[src/hdl/rpk_pkg.sv]
// Shared types and constants for the seven/eight bit repacker.
package rpk_pkg;

    localparam int ACC_W   = 14;
    localparam int CNT_W   = 4;
    localparam int PADDR_W = 3;
    localparam int PDATA_W = 32;
    localparam int QDEPTH  = 4;
    localparam int QPTR_W  = $clog2(QDEPTH);
    localparam int QCNT_W  = $clog2(QDEPTH + 1);

    // Register indexes.
    localparam logic REG_DIRECTION = 1'b0;

    // Direction codes.
    localparam logic DIR_UNPACK = 1'b0;
    localparam logic DIR_PACK   = 1'b1;

    typedef struct packed {
        logic [7:0] data_in;
        logic       in_last;
    } t_in_item;

    typedef struct packed {
        logic [7:0] data_out;
        logic       out_last;
    } t_out_item;

    // Results caused by one input item: one or two of them.
    typedef struct packed {
        logic      two;
        t_out_item first;
        t_out_item second;
    } t_job;

    // Configuration write toward the front part.
    typedef struct packed {
        logic wr;
        logic dir;
    } t_cfg;

    // Queue status seen by both sides.
    typedef struct packed {
        logic full;
        logic nonempty;
    } t_q_status;

endpackage

[src/hdl/rpk_front.sv]
// Front part: accepts input items, runs the bit accumulator and forms result jobs.
module rpk_front (
    input  logic              i_clk,
    input  logic              i_rst_n,
    input  rpk_pkg::t_cfg     i_cfg,
    input  logic              i_valid,
    input  rpk_pkg::t_in_item i_item,
    output logic              o_ready,
    input  rpk_pkg::t_q_status i_q_status,
    output logic              o_push,
    output rpk_pkg::t_job     o_job,
    output logic              o_dir
);

    logic                       r_dir;
    logic [rpk_pkg::ACC_W-1:0]  r_acc;
    logic [rpk_pkg::CNT_W-1:0]  r_cnt;
    logic [rpk_pkg::ACC_W-1:0]  n_acc;
    logic [rpk_pkg::CNT_W-1:0]  n_cnt;

    logic [7:0]                 w_in_bits;
    logic [7:0]                 w_mask;
    logic [rpk_pkg::CNT_W-1:0]  w_out_w;
    logic [rpk_pkg::ACC_W-1:0]  w_acc_sum;
    logic [rpk_pkg::CNT_W-1:0]  w_cnt_sum;
    logic [rpk_pkg::ACC_W-1:0]  w_acc1;
    logic [rpk_pkg::CNT_W-1:0]  w_cnt1;
    logic [rpk_pkg::ACC_W-1:0]  w_acc_f;
    logic [rpk_pkg::CNT_W-1:0]  w_cnt_f;
    logic                       w_full0;
    logic                       w_full1;
    logic                       w_flush;
    logic                       w_accept;

    assign o_ready  = !i_q_status.full;
    assign w_accept = i_valid && o_ready;
    assign o_dir    = r_dir;

    always_comb begin
        w_in_bits = (r_dir == rpk_pkg::DIR_PACK) ? i_item.data_in
                                                 : {1'b0, i_item.data_in[6:0]};
        w_mask    = (r_dir == rpk_pkg::DIR_PACK) ? 8'h7F : 8'hFF;
        w_out_w   = (r_dir == rpk_pkg::DIR_PACK) ? 4'd7 : 4'd8;
        // Pending bits never exceed seven here, so the new bits land inside 14 bits.
        w_acc_sum = r_acc | ({6'b0, w_in_bits} << r_cnt[2:0]);
        w_cnt_sum = r_cnt + ((r_dir == rpk_pkg::DIR_PACK) ? 4'd8 : 4'd7);

        w_full0 = (w_cnt_sum >= w_out_w);
        w_acc1  = (r_dir == rpk_pkg::DIR_PACK) ? (w_acc_sum >> 7) : (w_acc_sum >> 8);
        w_cnt1  = w_cnt_sum - w_out_w;
        w_full1 = w_full0 && (w_cnt1 >= w_out_w);

        if (w_full1) begin
            w_acc_f = w_acc1 >> 7;
            w_cnt_f = w_cnt1 - w_out_w;
        end else if (w_full0) begin
            w_acc_f = w_acc1;
            w_cnt_f = w_cnt1;
        end else begin
            w_acc_f = w_acc_sum;
            w_cnt_f = w_cnt_sum;
        end

        // Leftover bits at the end of a message go out as one short unit.
        w_flush = i_item.in_last && (w_cnt_f != '0) && !w_full1;

        o_job.two             = w_full1 || (w_full0 && w_flush);
        o_job.first.data_out  = w_acc_sum[7:0] & w_mask;
        o_job.first.out_last  = i_item.in_last && !o_job.two;
        o_job.second.data_out = w_acc1[7:0] & w_mask;
        o_job.second.out_last = i_item.in_last;

        o_push = w_accept && (w_full0 || w_flush);

        if (i_item.in_last) begin
            n_acc = '0;
            n_cnt = '0;
        end else begin
            n_acc = w_acc_f;
            n_cnt = w_cnt_f;
        end
    end

    always_ff @(posedge i_clk) begin
        if (!i_rst_n) begin
            r_dir <= rpk_pkg::DIR_UNPACK;
            r_acc <= '0;
            r_cnt <= '0;
        end else if (i_cfg.wr) begin
            r_dir <= i_cfg.dir;
            r_acc <= '0;
            r_cnt <= '0;
        end else if (w_accept) begin
            r_acc <= n_acc;
            r_cnt <= n_cnt;
        end
    end

endmodule

[src/hdl/rpk_queue.sv]
// Short job queue between the front and back parts.
module rpk_queue (
    input  logic               i_clk,
    input  logic               i_rst_n,
    input  logic               i_push,
    input  rpk_pkg::t_job      i_job,
    input  logic               i_pop,
    output rpk_pkg::t_job      o_job,
    output rpk_pkg::t_q_status o_status
);

    rpk_pkg::t_job               r_mem [rpk_pkg::QDEPTH];
    logic [rpk_pkg::QPTR_W-1:0]  r_wr;
    logic [rpk_pkg::QPTR_W-1:0]  r_rd;
    logic [rpk_pkg::QCNT_W-1:0]  r_cnt;
    logic                        w_push;
    logic                        w_pop;

    assign o_status.full     = (r_cnt == rpk_pkg::QCNT_W'(rpk_pkg::QDEPTH));
    assign o_status.nonempty = (r_cnt != '0);
    assign w_push            = i_push && !o_status.full;
    assign w_pop             = i_pop && o_status.nonempty;
    assign o_job             = r_mem[r_rd];

    always_ff @(posedge i_clk) begin
        if (w_push) begin
            r_mem[r_wr] <= i_job;
        end
    end

    always_ff @(posedge i_clk) begin
        if (!i_rst_n) begin
            r_wr  <= '0;
            r_rd  <= '0;
            r_cnt <= '0;
        end else begin
            if (w_push) begin
                r_wr <= r_wr + 1'b1;
            end
            if (w_pop) begin
                r_rd <= r_rd + 1'b1;
            end
            if (w_push && !w_pop) begin
                r_cnt <= r_cnt + 1'b1;
            end else if (w_pop && !w_push) begin
                r_cnt <= r_cnt - 1'b1;
            end
        end
    end

endmodule

[src/hdl/rpk_back.sv]
// Back part: takes jobs from the queue and sends their results one per cycle while i_ready is high.
module rpk_back (
    input  logic               i_clk,
    input  logic               i_rst_n,
    input  rpk_pkg::t_q_status i_q_status,
    input  rpk_pkg::t_job      i_job,
    output logic               o_pop,
    output logic               o_valid,
    output rpk_pkg::t_out_item o_item,
    input  logic               i_ready
);

    logic          r_busy;
    logic          r_second;
    rpk_pkg::t_job r_job;
    logic          w_take;
    logic          w_done;

    assign o_valid = r_busy;
    assign o_item  = r_second ? r_job.second : r_job.first;
    assign w_take  = r_busy && i_ready;
    assign w_done  = w_take && (r_second || !r_job.two);
    assign o_pop   = (!r_busy || w_done) && i_q_status.nonempty;

    always_ff @(posedge i_clk) begin
        if (o_pop) begin
            r_job <= i_job;
        end
    end

    always_ff @(posedge i_clk) begin
        if (!i_rst_n) begin
            r_busy   <= 1'b0;
            r_second <= 1'b0;
        end else if (o_pop) begin
            r_busy   <= 1'b1;
            r_second <= 1'b0;
        end else if (w_done) begin
            r_busy   <= 1'b0;
            r_second <= 1'b0;
        end else if (w_take) begin
            r_second <= 1'b1;
        end
    end

endmodule

[src/hdl/seven_eight_bit_repacker.sv]
// Top level of the seven/eight bit repacker: configuration port and part wiring.
// An accepted item's job is written into the queue and then loaded into the back part,
// which presents its result and keeps it valid until it is taken.
// Throughput: one item per cycle while the queue has room; an item with two results
// holds the output until both are taken; pack mode gives eight results per seven items.
// Reset: i_rst_n is synchronous and active low; it clears the accumulator, the queue
// and the output stage, and sets direction to unpack.
module seven_eight_bit_repacker (
    input  logic                        i_clk,
    input  logic                        i_rst_n,
    // Input item channel.
    input  logic                        i_in_valid,
    output logic                        o_in_ready,
    input  rpk_pkg::t_in_item           i_in_item,
    // Result item channel.
    output logic                        o_out_valid,
    input  logic                        i_out_ready,
    output rpk_pkg::t_out_item          o_out_item,
    // Configuration port.
    input  logic                        psel,
    input  logic                        penable,
    input  logic                        pwrite,
    input  logic [rpk_pkg::PADDR_W-1:0] paddr,
    input  logic [rpk_pkg::PDATA_W-1:0] pwdata,
    output logic [rpk_pkg::PDATA_W-1:0] prdata,
    output logic                        pready
);

    // The register index is the word address; only the direction register exists.
    // Any write to it also clears the pending bits of the accumulator.
    rpk_pkg::t_cfg      w_cfg;
    rpk_pkg::t_q_status w_q_status;
    rpk_pkg::t_job      w_push_job;
    rpk_pkg::t_job      w_pop_job;
    logic               w_push;
    logic               w_pop;
    logic               w_dir;
    logic               w_sel_dir;

    assign pready    = 1'b1;
    assign w_sel_dir = (paddr[2] == rpk_pkg::REG_DIRECTION);
    assign w_cfg.wr  = psel && penable && pwrite && pready && w_sel_dir;
    assign w_cfg.dir = pwdata[0];
    assign prdata    = w_sel_dir ? {{(rpk_pkg::PDATA_W-1){1'b0}}, w_dir} : '0;

    // The front part accepts items whenever the queue has room, so an item is
    // taken even while the back part holds a result that has not been collected.
    rpk_front u_front (
        .i_clk      (i_clk),
        .i_rst_n    (i_rst_n),
        .i_cfg      (w_cfg),
        .i_valid    (i_in_valid),
        .i_item     (i_in_item),
        .o_ready    (o_in_ready),
        .i_q_status (w_q_status),
        .o_push     (w_push),
        .o_job      (w_push_job),
        .o_dir      (w_dir)
    );

    // Items that yield no result are never queued.
    rpk_queue u_queue (
        .i_clk    (i_clk),
        .i_rst_n  (i_rst_n),
        .i_push   (w_push),
        .i_job    (w_push_job),
        .i_pop    (w_pop),
        .o_job    (w_pop_job),
        .o_status (w_q_status)
    );

    // The back part walks through the one or two results of each job in order.
    rpk_back u_back (
        .i_clk      (i_clk),
        .i_rst_n    (i_rst_n),
        .i_q_status (w_q_status),
        .i_job      (w_pop_job),
        .o_pop      (w_pop),
        .o_valid    (o_out_valid),
        .o_item     (o_out_item),
        .i_ready    (i_out_ready)
    );

endmodule

[config.mk]
export PLATFORM = sky130hd
export DESIGN_NAME = seven_eight_bit_repacker
export DESIGN_NICKNAME = d
export VERILOG_FILES = /design/src/hdl/rpk_pkg.sv /design/src/hdl/rpk_front.sv /design/src/hdl/rpk_queue.sv /design/src/hdl/rpk_back.sv /design/src/hdl/seven_eight_bit_repacker.sv
export SDC_FILE = /design/constraint.sdc
export NUM_CORES = 1
export LEC_CHECK = 0
export BUFFER_PORTS_ARGS = -buffer_cell sky130_fd_sc_hd__buf_2
export CORE_MARGIN = 5
export CORE_UTILIZATION = 60
export CTS_BUF_LIST = sky130_fd_sc_hd__clkbuf_16
export DETAILED_ROUTE_END_ITERATION = 8
export PLACE_DENSITY = 0.83
export SLEW_MARGIN = 5
export SYNTH_ARGS = -nofsm -noshare
export SYNTH_HDL_FRONTEND = slang
export SYNTH_SLANG_ARGS = --single-unit
export TNS_END_PERCENT = 50
[constraint.sdc]
create_clock -name i_clk -period 9.9 [get_ports i_clk]
set_input_delay 1.98 -clock i_clk [delete_from_list [all_inputs] [get_ports i_clk]]
set_output_delay 1.98 -clock i_clk [all_outputs]
set_load 0.02 [all_outputs]
== Word level (Yosys, flattened, before mapping) ==
Memories as Yosys holds them, arrays and structs flattened. A register that Yosys moved wholly into a read port is not among the register bits.
Index checks and enable logic that the tools add are counted.
Word-level totals
  memory bits (writable): 76
  input bits: 51
  bits in registers: 28
  memories: 1
  word-level logic and storage cells: 78
  ROM bits: 0
  latch bits: 0
Memories
  u_queue.r_mem: words 4, width 19, rd ports 1, clocked after Yosys merged registers in 1, wr ports 1, line rpk_queue.sv:12  | rpk_pkg::t_job r_mem [rpk_pkg::QDEPTH];
Cells by class
  shifts and indexed selects: 1
  add/subtract/negate cells: 7
  bitwise gates (word level): 5
  order comparisons: 2
  multiply operators: 0
  multiplexer cells: 19
  equal/unequal tests: 1
  reductions and logical operators: 34
  div/mod/pow operators: 0
Operator list (count)
  2-to-1 mux 14 bit: 3
  2-to-1 mux 4 bit: 5
  logical AND 1 bit: 17
  AND 8 bit: 2
  2-to-1 mux 8 bit: 2
  bitwise OR 14 bit: 1
  << shifter 8 x 3 -> 14 bit: 1
  2-to-1 mux 9 bit: 1
  greater-or-equal comparator 4 bit: 2
  subtractor 4 bit: 2
  logical NOT 1 bit: 7
  2-to-1 mux 7 bit: 1
  2-to-1 mux 3 bit: 2
  2-to-1 mux 1 bit: 5
  adder 2 x 1 -> 2 bit (second input constant): 2
  adder 4 bit: 1
  logical OR 1 bit: 4
  nonzero test 2 bit: 2
  nonzero test 4 bit: 1
  adder 3 x 1 -> 3 bit (second input constant): 1
  == test 3 bit (second input constant): 1
  nonzero test 3 bit: 1
  OR reduction 3 bit: 1
  subtractor 3 x 1 -> 3 bit (second input constant): 1
  2 further kinds: 3

== Depth between registers and ports, before layout ==
Gate-level depths: netlist of run 1.
  word-level depth: 16
  depth in mapped cells: 24
  mapped depth without buffers: 22

== Modules after synthesis ==
From an unflattened synthesis of run 1, not the netlist that was laid out.
Second synthesis, totals
  cells, all modules: 442
  area total of the unflattened synthesis: 6139.6 um2
By module, submodules not included
  rpk_queue: instances 1, cells each 147, area an instance 3275.6 um2
  rpk_front: instances 1, cells each 219, area an instance 1774.2 um2
  rpk_back: instances 1, cells each 40, area an instance 823.3 um2
  seven_eight_bit_repacker: instances 1, cells each 36, area an instance 266.5 um2

== Worst setup path before layout of run 1 ==
OpenSTA, ideal clock, no wires.
  kind: register to register
  from: register u_front.r_dir (netlist: u_front.o_dir)
  to: register u_queue.r_cnt[2] in the netlist's numbering
  stages on the path, launching flop included: 24
  setup slack: 4.469 ns
  data arrival time: 5.356 ns
  data required time: 9.824 ns
  cell sequence: dfxtp_1 -> buf_6 -> inv_1 -> ha_1 -> fa_1 -> ha_1 -> nor2b_1 -> o21ai_0 -> nor3b_1 -> nor2_1 -> ha_1 -> clkbuf_1 -> inv_1 -> a2111oi_0 -> nand3_1 -> o2111ai_1 -> a221oi_1 -> a211oi_2 -> ha_1 -> inv_1 -> fa_1 -> xor2_1 -> or3_1 -> a21boi_0
Between the ends
  longest elaborated chain between the ends: 15
  elaborated cells on any way between the ends: 22
  classes of those cells: add/sub (3); order compare (2); mux (5); reduce/logical (12)
Ends and longest elaborated chain
  start, declared: line rpk_front.sv:15  | logic r_dir;
  start signal, assigned: line rpk_front.sv:86  | r_dir <= rpk_pkg::DIR_UNPACK;
  start signal, assigned: line rpk_front.sv:90  | r_dir <= i_cfg.dir;
  2-to-1 mux 4 bit: line rpk_front.sv:46  | w_cnt_sum = r_cnt + ((r_dir == rpk_pkg::DIR_PACK) ? 4'd8 : 4'd7);
  adder 4 bit: line rpk_front.sv:46
  subtractor 4 bit: line rpk_front.sv:50  | w_cnt1 = w_cnt_sum - w_out_w;
  greater-or-equal comparator 4 bit: line rpk_front.sv:51  | w_full1 = w_full0 && (w_cnt1 >= w_out_w);
  logical AND 1 bit: line rpk_front.sv:51
  2-to-1 mux 4 bit: line rpk_front.sv:53  | if (w_full1) begin
  nonzero test 4 bit: line rpk_front.sv:65  | w_flush = i_item.in_last && (w_cnt_f != '0) && !w_full1;
  logical AND 1 bit (2 in a row): line rpk_front.sv:65
  logical OR 1 bit (*): line rpk_front.sv:73  | o_push = w_accept && (w_full0 || w_flush);
  logical AND 1 bit (*): line rpk_front.sv:73
  logical AND 1 bit (*): line rpk_queue.sv:21  | assign w_push = i_push && !o_status.full;
  named net u_queue.w_push: line rpk_queue.sv:16  | logic w_push;
  logical NOT 1 bit: line rpk_queue.sv:45  | end else if (w_pop && !w_push) begin
  logical AND 1 bit: line rpk_queue.sv:45
  nonzero test 2 bit (no source line)
  end signal, assigned: line rpk_queue.sv:44  | r_cnt <= r_cnt + 1'b1;
  end signal, assigned: line rpk_queue.sv:46  | r_cnt <= r_cnt - 1'b1;
  end, declared: line rpk_queue.sv:15  | logic [rpk_pkg::QCNT_W-1:0] r_cnt;
The timed path passes the listed nets; every way through them passes the cells marked *.
A chain may end at the register's enable or synchronous reset.

== Worst setup path after layout of run 1 ==
Same ends and word-level chain as after synthesis.

==> results of run 1 <==
sequential cells by signal, indices dropped and copies added, names as in the netlist, 2 cells and up:
name           count
u_queue.r_wr       2
u_queue.r_mem     72
u_queue.r_rd       2
u_back.r_job      18
u_front.r_cnt      4
u_front.r_acc     14
u_queue.r_cnt      3
cells by family (layout without fill, tap and decap cells):
group / count (synthesis) / in the layout / share of synthesized area (%)
other cells: 2 / 32 / 0.130
simple gates: 94 / 94 / 8.19
buf+inv: 70 / 80 / 6.76
mux: 45 / 45 / 12.3
xor+xnor: 12 / 12 / 2.10
flops: 118 / 118 / 56.4
compound gates: 76 / 76 / 9.83
fa+ha+maj: 18 / 18 / 4.28
report_power, final:
part | leakage (nW) | switching (mW) | internal (mW)
clock | 0.272 | 0.221 | 0.371
sequential | 1.08 | 0.0614 | 0.668
combinational | 1.02 | 0.337 | 0.236
layout by cell type, fill, tap and decap left out, drive strengths merged, types with 3 or more instances in the layout:
cell type | synthesis | routed
fa | 3 | 3
clkbuf | 16 | 17
conb | 2 | 32
a31oi | 3 | 3
a21boi | 4 | 4
mux4 | 20 | 20
a222oi | 6 | 6
clkinvlp | 0 | 5
nand2 | 24 | 24
mux2i | 14 | 14
dfxtp | 28 | 28
o21ai | 9 | 9
edfxtp | 90 | 90
xnor2 | 7 | 7
ha | 15 | 15
and2 | 11 | 11
a21o | 5 | 5
nor2b | 4 | 4
buf | 38 | 32
nor3 | 6 | 6
a211oi | 4 | 4
mux2 | 11 | 11
nor2 | 33 | 33
xor2 | 4 | 4
a21oi | 13 | 13
a2bb2oi | 3 | 3
clkinv | 0 | 3
inv | 16 | 21
a22oi | 6 | 6
path summary, 6_finish.rpt:
kind / end
worst max-delay path: u_queue.r_cnt[2]
worst min-delay path: u_front.r_acc[6]
worst max register to register: u_queue.r_cnt[2]
worst min register to register: u_front.r_acc[6]
final cells by class:
cell class / count / area share, %
Clock buffer: 17 / 6.56
Sequential cell: 118 / 50.3
Tap cell: 129 / 2.49
Timing Repair Buffer: 32 / 2.59
Multi-Input combinational cell: 277 / 34.7
Clock inverter: 15 / 2.37
Inverter: 16 / 0.926
per-stage QoR:
step | worst slack, ns | std cells | instance area [sq um]
floorplan | 4.47 | 465 | 5900
global placement | 3.91 | 572 | 5900
detailed placement | 3.75 | 572 | 5900
CTS | 3.73 | 604 | 6480
global route | 3.20 | 604 | 6480
finish | 3.67 | 604 | 6480
worst max-delay path, cell delays in order (launching register included):
cell and delay (ns):
dfxtp_1 0.31, buf_4 0.27, inv_1 0.32, ha_1 0.33, fa_1 0.65, ha_1 0.27
nor2b_1 0.13, o21ai_0 0.17, nor3b_1 0.28, nor2_1 0.11, ha_1 0.45, inv_1 0.12
a2111oi_0 0.37, nand3_1 0.12, o2111ai_1 0.15, a221oi_1 0.16, a211oi_2 0.48, ha_1 0.28
inv_1 0.07, fa_1 0.43, xor2_1 0.18, or3_1 0.31, a21boi_0 0.17
synthesized netlist by cell type (5+ instances only):
library cell,count
dfxtp_1,28
xnor2_1,7
nor2_1,33
nand2_1,24
mux2i_1,14
a222oi_1,6
and2_1,10
mux2_2,11
edfxtp_1,90
nor3_1,6
buf_4,32
a22oi_1,6
clkbuf_1,16
inv_1,16
a21o_1,5
ha_1,15
a21oi_1,13
o21ai_0,8
mux4_2,20
metal layers:
layer	vias up	wire length (microns)	part of all wire (%)	GRT usage (%)
li1	1639	-	-	-
met1	1744	4500	39	25.3
met2	135	5990	52	36.6
met3	22	721	6.3	4.36
met4	0	251	2.2	9.29
met5	-	0	0	0
==> flow_metrics.py, run 1 <==
metrics = {
    "critical_path": {
        "worstSetupStartpointType": "flip-flop",
        "arrival_ns": 6.56,
        "worst_ep_required_time_ns": 10.23,
        "crit_type": "reg -> reg",
        "ff2ff_path_depth": 22,
        "rr_startpoint": "u_front.o_dir",
        "crit_start": "u_front.o_dir",
        "crit_path_end_kind": "flip-flop",
        "worst-r2r-setup-slack_ns": 3.67,
        "path_max_fanout": 20,
    },
    "logic_synthesis": {
        "synth_top_area_share_pct": 46.7,
        "synthTopCellsByArea": "edfxtp_1, dfxtp_1, mux4_2, buf_4, ha_1",
        "avgSynthCellArea_sq_um": 13.3,
        "yosysWarnings": 0,
        "synth.ff_latch_count": 118,
        "async_reset_ff_share_pct": 0,
        "ys_types": 67,
        "synth_area_leader_cell": "edfxtp_1",
        "syn-cell-area_sq_um": 5790,
        "syn_inst": 435,
        "ys.flop_type": "edfxtp_1",
        "synth-edff-count": 90,
        "ys_seq_area_share_pct": 56.4,
    },
    "global_route": {
        "grt_pass1_wl_microns": 18300,
        "overflow": 0,
        "antenna_found_initial": 0,
        "grt_pass1_vias": 3521,
        "grt_max_degree": 22,
        "grt.total_usage_pct": 21.0,
    },
    "clock_network": {
        "cts_buffers": 17,
        "hold_buffers": 0,
        "clkSinkCount": 118,
        "path_clk_slew_ns": 0.05,
        "post_cts_buffers": 0,
        "htreeDepth": 4,
        "post_cts_resized": 0,
        "cts_tree": "yes",
        "clock-root-buffer": "clkbuf_16",
        "clock_latency_ns": 0.41,
        "cts_buffer_depth": 2,
    },
    "timing": {
        "finalCriticalPeriod_ns": 6.23,
        "slew_violations": 0,
        "worst_slew_pin_slew_ns": 1.26,
        "fin_worst_skew_ns": 0.00793,
        "setup_viol": 0,
        "rsz0062_at_grt": "no",
        "hold_viol_final": 0,
        "hold_slack_ns": 0.468,
        "fin_crit_sh_pct": 62.9,
        "fmax_mhz": 161,
        "fin_tns_setup_ns": 0,
        "timing.slew.headroom_pct": 15.5,
    },
    "placement": {
        "gp_congestion": 0.911,
        "hpwl_microns": 7510,
        "portBuffers": 29,
    },
    "pwr": {
        "power_mw": 1.89,
        "power_density_nw_per_um2": 292,
        "ir_drop_uv": 162,
        "leakagePower_nw": 2.37,
    },
    "die": {
        "fp-row-count": 35,
        "pin_count": 95,
        "initial_core_util_pct": 62.1,
        "die_area_sq_um": 11700,
        "fp.dieW_microns": 108,
        "die_h_microns": 108,
        "core-area_sq_um": 9330,
    },
    "final_layout": {
        "fill_cells": 646,
        "finalCoreUtilization_pct": 69.5,
        "regArea_sq_um": 3260,
        "area_growth_pct": 12.0,
        "multiInputGateArea_sq_um": 2250,
        "drive_gt1_share_pct": 21.3,
        "nets": 531,
        "num_antenna_cells": 0,
    },
    "drt": {
        "drt_pass1_iterations": 6,
        "route.detailed.drc": 0,
        "vias_per_cell": 5.86,
        "drt_iter0_drc": 239,
        "wire_per_inst_microns": 19.0,
        "num_vias": 3540,
        "routed_wl_microns": 11500,
        "ant_nets": 0,
    },
    "hold_path": {
        "min_from": "u_front.r_acc[6]",
        "hold_path_class": "reg -> reg",
        "min_path_cells": 2,
    },
    "status": {
        "outcome": "finished, final reports clean",
    },
    "job": {
        "drv_cap": 0,
    },
}
Power figures use the tool's default switching activity.
==> run 2, diff against run 1 <==
--- a/config.mk
+++ b/config.mk
@@ -5,12 +5,13 @@
 export SDC_FILE = /design/constraint.sdc
 export NUM_CORES = 1
 export LEC_CHECK = 0
+export ABC_AREA = 1
 export BUFFER_PORTS_ARGS = -buffer_cell sky130_fd_sc_hd__buf_2
 export CORE_MARGIN = 5
-export CORE_UTILIZATION = 60
+export CORE_UTILIZATION = 57
 export CTS_BUF_LIST = sky130_fd_sc_hd__clkbuf_16
 export DETAILED_ROUTE_END_ITERATION = 8
-export PLACE_DENSITY = 0.83
+export PLACE_DENSITY = 0.79
 export SLEW_MARGIN = 5
 export SYNTH_ARGS = -nofsm -noshare
 export SYNTH_HDL_FRONTEND = slang
==> constraint.sdc (replaced) <==
create_clock -name i_clk -period 6.45 [get_ports i_clk]
set_input_delay 1.29 -clock i_clk [delete_from_list [all_inputs] [get_ports i_clk]]
set_output_delay 1.29 -clock i_clk [all_outputs]
set_load 0.02 [all_outputs]
==> run 2 against run 1 <==
Compared with the run above: sequential share of layout area down 0.57 points; fmax up 26%; cell area up 1.1%; largest power group is now combinational cells; synthesized cell count up 43%; global-route usage down 2.0 points.
==> flow_metrics.py, run 2 <==
metrics = {
    "logic_synthesis": {
        "yosysWarnings": 0,
        "syn_inst": 621,
        "synthTopCellsByCount": "nand2_1, edfxtp_1, nor2_1, o21ai_0, inv_1",
        "ys.flop_type": "edfxtp_1",
        "synth_most_common_cell": "nand2_1",
        "ys_seq_area_share_pct": 55.9,
        "synthTopCellsByArea": "edfxtp_1, dfxtp_1, nand2_1, o21ai_0, buf_4",
        "avgSynthCellArea_sq_um": 9.40,
        "async_reset_ff_share_pct": 0,
        "ys_types": 40,
        "synth-edff-count": 90,
        "synth_area_leader_cell": "edfxtp_1",
        "syn-cell-area_sq_um": 5840,
        "synth.ff_latch_count": 118,
        "synth_top_area_share_pct": 46.3,
    },
    "critical_path": {
        "critPathCapture": "u_queue.r_cnt[2]",
        "worstSetupStartpointType": "flip-flop",
        "rr_startpoint": "u_front.o_dir",
        "worst_ep_required_time_ns": 6.79,
        "slowest_stage": "fa_1",
        "cpMostUsedCell": "nand2_1",
        "worst-r2r-setup-slack_ns": 1.51,
        "ff2ff_path_depth": 30,
        "max_stage_delay_ns": 0.44,
        "reg2reg_to": "u_queue.r_cnt[2]",
        "arrival_ns": 5.28,
        "crit_path_end_kind": "flip-flop",
        "crit_start": "u_front.o_dir",
        "crit_type": "reg -> reg",
        "path_max_fanout": 16,
    },
    "timing": {
        "slew_violations": 0,
        "hold_viol_final": 0,
        "fin_tns_setup_ns": 0,
        "worst_slew_pin_slew_ns": 0.963,
        "fin_crit_sh_pct": 76.6,
        "fmax_mhz": 202,
        "setup_viol": 0,
        "finalCriticalPeriod_ns": 4.94,
        "rsz0062_at_grt": "no",
        "timing.slew.headroom_pct": 35.4,
        "fin_worst_skew_ns": 0.0108,
    },
    "die": {
        "initial_core_util_pct": 57.6,
        "fp-row-count": 37,
        "die_area_sq_um": 12400,
        "core-area_sq_um": 10100,
        "fp.dieW_microns": 111,
        "pin_count": 95,
        "die_h_microns": 111,
    },
    "pwr": {
        "leakagePower_nw": 2.69,
        "p_switching_mw": 1.52,
        "p_comb_share_pct": 41.9,
        "power_density_nw_per_um2": 576,
        "power_mw": 3.78,
        "seq_power_share_pct": 33.8,
        "netSwitchingFraction_pct": 40.3,
        "power.internal_mw": 2.26,
        "pwr-share-clk_pct": 24.3,
        "ir_drop_uv": 540,
    },
    "drt": {
        "routed_wl_microns": 11500,
        "drt_iter0_drc": 269,
        "vias_per_cell": 5.29,
        "route.detailed.drc": 0,
        "drt_pass1_iterations": 7,
        "wire_per_inst_microns": 14.4,
        "num_vias": 4228,
        "ant_nets": 0,
    },
    "global_route": {
        "grt.total_usage_pct": 19.0,
        "grt_pass1_wl_microns": 18800,
        "antenna_found_initial": 0,
        "grt_max_degree": 39,
        "grt_pass1_vias": 4017,
        "overflow": 0,
    },
    "hold_path": {
        "hold_path_class": "reg -> reg",
    },
    "final_layout": {
        "regArea_sq_um": 3260,
        "top_register": "u_queue.r_mem",
        "nets": 719,
        "mostFrequentLayoutCells": "nand2_1, edfxtp_1, nor2_1",
        "fill_cells": 781,
        "num_antenna_cells": 0,
        "drive_gt1_share_pct": 13.6,
        "multiInputGateArea_sq_um": 2090,
        "largest_reg_flops": 72,
        "area_growth_pct": 12.3,
        "final_common_cell": "nand2_1",
        "reg_top3": "u_queue.r_mem: 72 flops, u_back.r_job: 18 flops, u_front.r_acc: 14 flops",
    },
    "placement": {
        "portBuffers": 29,
        "hpwl_microns": 7630,
        "gp_congestion": 0.880,
    },
    "clock_network": {
        "htreeDepth": 4,
        "cts_buffers": 17,
        "cts_buffer_depth": 2,
        "clock_latency_ns": 0.41,
        "path_clk_slew_ns": 0.05,
        "post_cts_buffers": 0,
        "clkSinkCount": 118,
        "hold_buffers": 0,
        "cts_tree": "yes",
        "post_cts_resized": 0,
        "clock-root-buffer": "clkbuf_16",
    },
    "status": {
        "outcome": "finished, final reports clean",
    },
    "job": {
        "drv_cap": 0,
    },
}
==> run 2: cell families after synthesis <==
group,after synthesis,share of synthesized area [%]
and+or+nand+nor,238,17.3
AOI/OAI and AO/OA,126,12.0
DFF,118,55.9
buffers and inverters,117,10.1
adders and majority gates,18,4.25
xor gates and xnor gates,2,0.300
other,2,0.129
==> run 2: critical path: cells and delay by family (launching register included) <==
kind,cells,cell delay (ns)
adders and majority gates,6,2.01
and+or+nand+nor,15,1.14
buffers and inverters,4,0.46
DFF,1,0.31
xor gates and xnor gates,1,0.17
AOI/OAI and AO/OA,4,0.76
==> run 2: power by group through the flow <==
stage          combinational, mW  sequential, mW  clock (mW)
2_1_floorplan               1.27            1.25           0
3_3_place_gp                1.50            1.28           0
3_5_place_dp                1.56            1.29           0
4_1_cts                     1.58            1.28       0.926
5_1_grt                     1.79            1.30       0.967
6_report                    1.58            1.28       0.919
==> run 2: how the worst min path moves through the flow <==
| stage | start | end | slack [ns] | depth (start not counted) |
|---|---|---|---|---|
| finish | u_front.r_acc[9] | u_front.r_acc[9] | 0.47 | 2 |
| global route | u_front.r_acc[9] | u_front.r_acc[9] | 0.50 | 2 |
| CTS | u_front.r_acc[9] | u_front.r_acc[9] | 0.46 | 2 |
| detailed placement | u_front.r_acc[9] | u_front.r_acc[9] | 0.45 | 2 |
| floorplan | u_front.r_acc[9] | u_front.r_acc[9] | 0.44 | 2 |
| global placement | u_front.r_acc[9] | u_front.r_acc[9] | 0.45 | 2 |
==> run 2: cell type report <==
class,instances,share of cell area [%]
clock buffers,20,7.63
clock inverters,12,1.49
inverters,60,3.44
multi-input cells,416,31.9
flip-flops and latches,118,49.8
well taps,136,2.60
repair buffers,37,3.13
==> run 2: metal layers <==
layer	vias to the layer above	global-route usage [%]	share of wire, %
met2	134	33.2	51
met1	1989	22.7	41
met5	-	0	0
met3	13	5.24	6.3
met4	0	6.16	1.1
li1	2092	-	-
==> run 2: per-stage QoR <==
stage	setup slack, ns	cell area, sq um	cells	util [%]	hold slack [ns]
6_report	1.51	6560	799	64.7	0.467
5_1_grt	1.11	6560	799	64.7	0.496
4_1_cts	1.51	6560	799	64.7	0.462
3_5_place_dp	1.55	5960	767	58.8	0.454
3_3_place_gp	1.72	5960	767	58.8	0.447
2_1_floorplan	1.66	5950	651	-	0.440
==> run 3, diff against run 2 <==
==> constraint.sdc (replaced) <==
create_clock -name i_clk -period 4.59 [get_ports i_clk]
set_input_delay 0.918 -clock i_clk [delete_from_list [all_inputs] [get_ports i_clk]]
set_output_delay 0.918 -clock i_clk [all_outputs]
set_load 0.02 [all_outputs]
==> run 3 against run 2 <==
Compared with the run above: flip-flop and latch count stayed put; global-route usage is 0.62 points lower; clock skew is 0.0029 ns lower; final cell count is 0.75% higher; clock power is 40% higher; via count is 0.24% lower; fmax is 15% higher; largest cell class unchanged; register-to-register slack worse by 1.2 ns; critical path depth is 1 lower; total power is 44% higher; worst setup slack worse by 1.2 ns; cell area is 1.4% higher.
==> flow_metrics.py, run 3 (same netlist as run 2, synthesis figures left out) <==
metrics = {
    "status": {
        "outcome": "finished, final reports clean",
    },
    "timing": {
        "fin_crit_sh_pct": 93.6,
        "fin_worst_skew_ns": 0.00793,
        "setup_viol": 0,
        "fmax_mhz": 233,
        "hold_slack_ns": 0.468,
        "finalCriticalPeriod_ns": 4.30,
        "hold_viol_final": 0,
        "fin_tns_setup_ns": 0,
        "timing.slew.headroom_pct": 55.7,
        "slew_violations": 0,
        "worst_slew_pin_slew_ns": 0.657,
        "setup_ws_ns": 0.293,
    },
    "final_layout": {
        "mostFrequentLayoutCells": "nand2_1, edfxtp_1, nor2_1",
        "largest_reg_flops": 72,
        "num_antenna_cells": 0,
        "nets": 725,
        "fin_cells": 805,
        "drive_gt1_share_pct": 15.8,
        "area_growth_pct": 14.0,
        "final_common_cell": "nand2_1",
        "top_register": "u_queue.r_mem",
        "reg_top3": "u_queue.r_mem: 72 flops, u_back.r_job: 18 flops, u_front.r_acc: 14 flops",
        "finalCoreUtilization_pct": 65.6,
    },
    "critical_path": {
        "worstSetupStartpointType": "flip-flop",
        "max_stage_delay_ns": 0.41,
        "crit_type": "reg -> reg",
        "worst-r2r-setup-slack_ns": 0.29,
        "worst_ep_required_time_ns": 4.92,
        "slowest_stage": "fa_2",
        "crit_path_end_kind": "flip-flop",
        "path_max_fanout": 9,
        "cpMostUsedCell": "nand2_1",
        "arrival_ns": 4.63,
    },
    "die": {
        "fp-row-count": 37,
        "pin_count": 95,
        "initial_core_util_pct": 57.6,
        "fp.dieW_microns": 111,
        "core-area_sq_um": 10100,
        "die_h_microns": 111,
        "die_area_sq_um": 12400,
    },
    "clock_network": {
        "clock-root-buffer": "clkbuf_16",
        "path_clk_slew_ns": 0.05,
        "cts_buffer_depth": 2,
        "clkSinkCount": 118,
        "htreeDepth": 4,
        "cts_buffers": 17,
        "clock_latency_ns": 0.40,
        "cts_tree": "yes",
    },
    "drt": {
        "drt_iter0_drc": 328,
        "ant_nets": 0,
        "routed_wl_microns": 11300,
        "num_vias": 4218,
        "drt_pass1_iterations": 5,
        "vias_per_cell": 5.24,
        "wire_per_inst_microns": 14.0,
        "route.detailed.drc": 0,
    },
    "global_route": {
        "grt_max_degree": 39,
        "overflow": 0,
        "antenna_found_initial": 0,
        "grt_pass1_vias": 4062,
        "grt.total_usage_pct": 18.4,
        "grt_pass1_wl_microns": 18100,
    },
    "placement": {
        "dp_cells": 772,
        "place_ws_ns": 0.0401,
        "portBuffers": 29,
        "hpwl_microns": 7520,
        "gp_congestion": 0.866,
    },
    "hold_path": {
        "hold_path_class": "reg -> reg",
    },
    "pwr": {
        "ir_drop_uv": 753,
        "power_density_nw_per_um2": 820,
        "leakagePower_nw": 2.71,
    },
    "job": {
        "drv_cap": 0,
    },
}
==> run 3: cell types whose count changed in the layout (fill, tap and decap cells not counted), sizes merged <==
cell and delta:
bufinv +2, clkbuf -3, buf +6, inv -1, clkinv +2
==> run 3: final timing paths <==
path / start / endpoint / cells past startpoint
setup reg to reg: u_front.o_dir / u_queue.r_cnt[2] / 29
hold reg to reg: u_front.r_acc[9] / u_front.r_acc[9] / 2
hold / removal: u_front.r_acc[9] / u_front.r_acc[9] / 2
setup / recovery: u_front.o_dir / u_queue.r_cnt[2] / 29
==> run 3: stage by stage <==
stage          total power [mW]  area [sq um]
6_report                   5.45          6650
5_1_grt                    5.85          6650
4_1_cts                    5.35          6590
3_5_place_dp               4.04          6000
3_3_place_gp               3.94          6000
2_1_floorplan              3.53          5950
==> run 3: layout make-up <==
class                   count  area [sq um]
well taps                 136           170
repair buffers             43           254
fillers                   768          3490
flip-flops and latches    118          3260
clock buffers              17           425
clock inverters            15           163
inverters                  60           225
multi-input cells         416          2150
==> run 3: routing by layer <==
layer,part of all wire (%),vias to the layer above,track usage [%]
li1,-,2098,-
met1,42,1992,20.9
met2,51,116,32.2
met3,6.0,12,5.68
met4,0.82,0,7.14
met5,0,-,0
==> run 3: repair_timing <==
action | CTS | global route
endpoints found under the setup margin | 1 | 2
hold buffers | 0 | 0
gates resized for setup | 1 | 13
buffers inserted | 0 | 1
hold endpoints to repair | 0 | 0
pin swaps | 0 | 0
==> run 3: worst max-delay path, delay by kind of cell, from the launching register on <==
family          cells  cell delay [ns]
fa+ha+maj           6             1.84
buf+inv             4             0.37
xor+xnor            1             0.16
compound gates      2             0.20
flops               1             0.34
simple gates       16             1.33
==> run 3: power breakdown <==
group | leakage, nW | internal (mW) | switching (mW)
registers | 1.06 | 1.66 | 0.104
logic | 1.37 | 0.783 | 1.62
clock network | 0.279 | 0.844 | 0.444
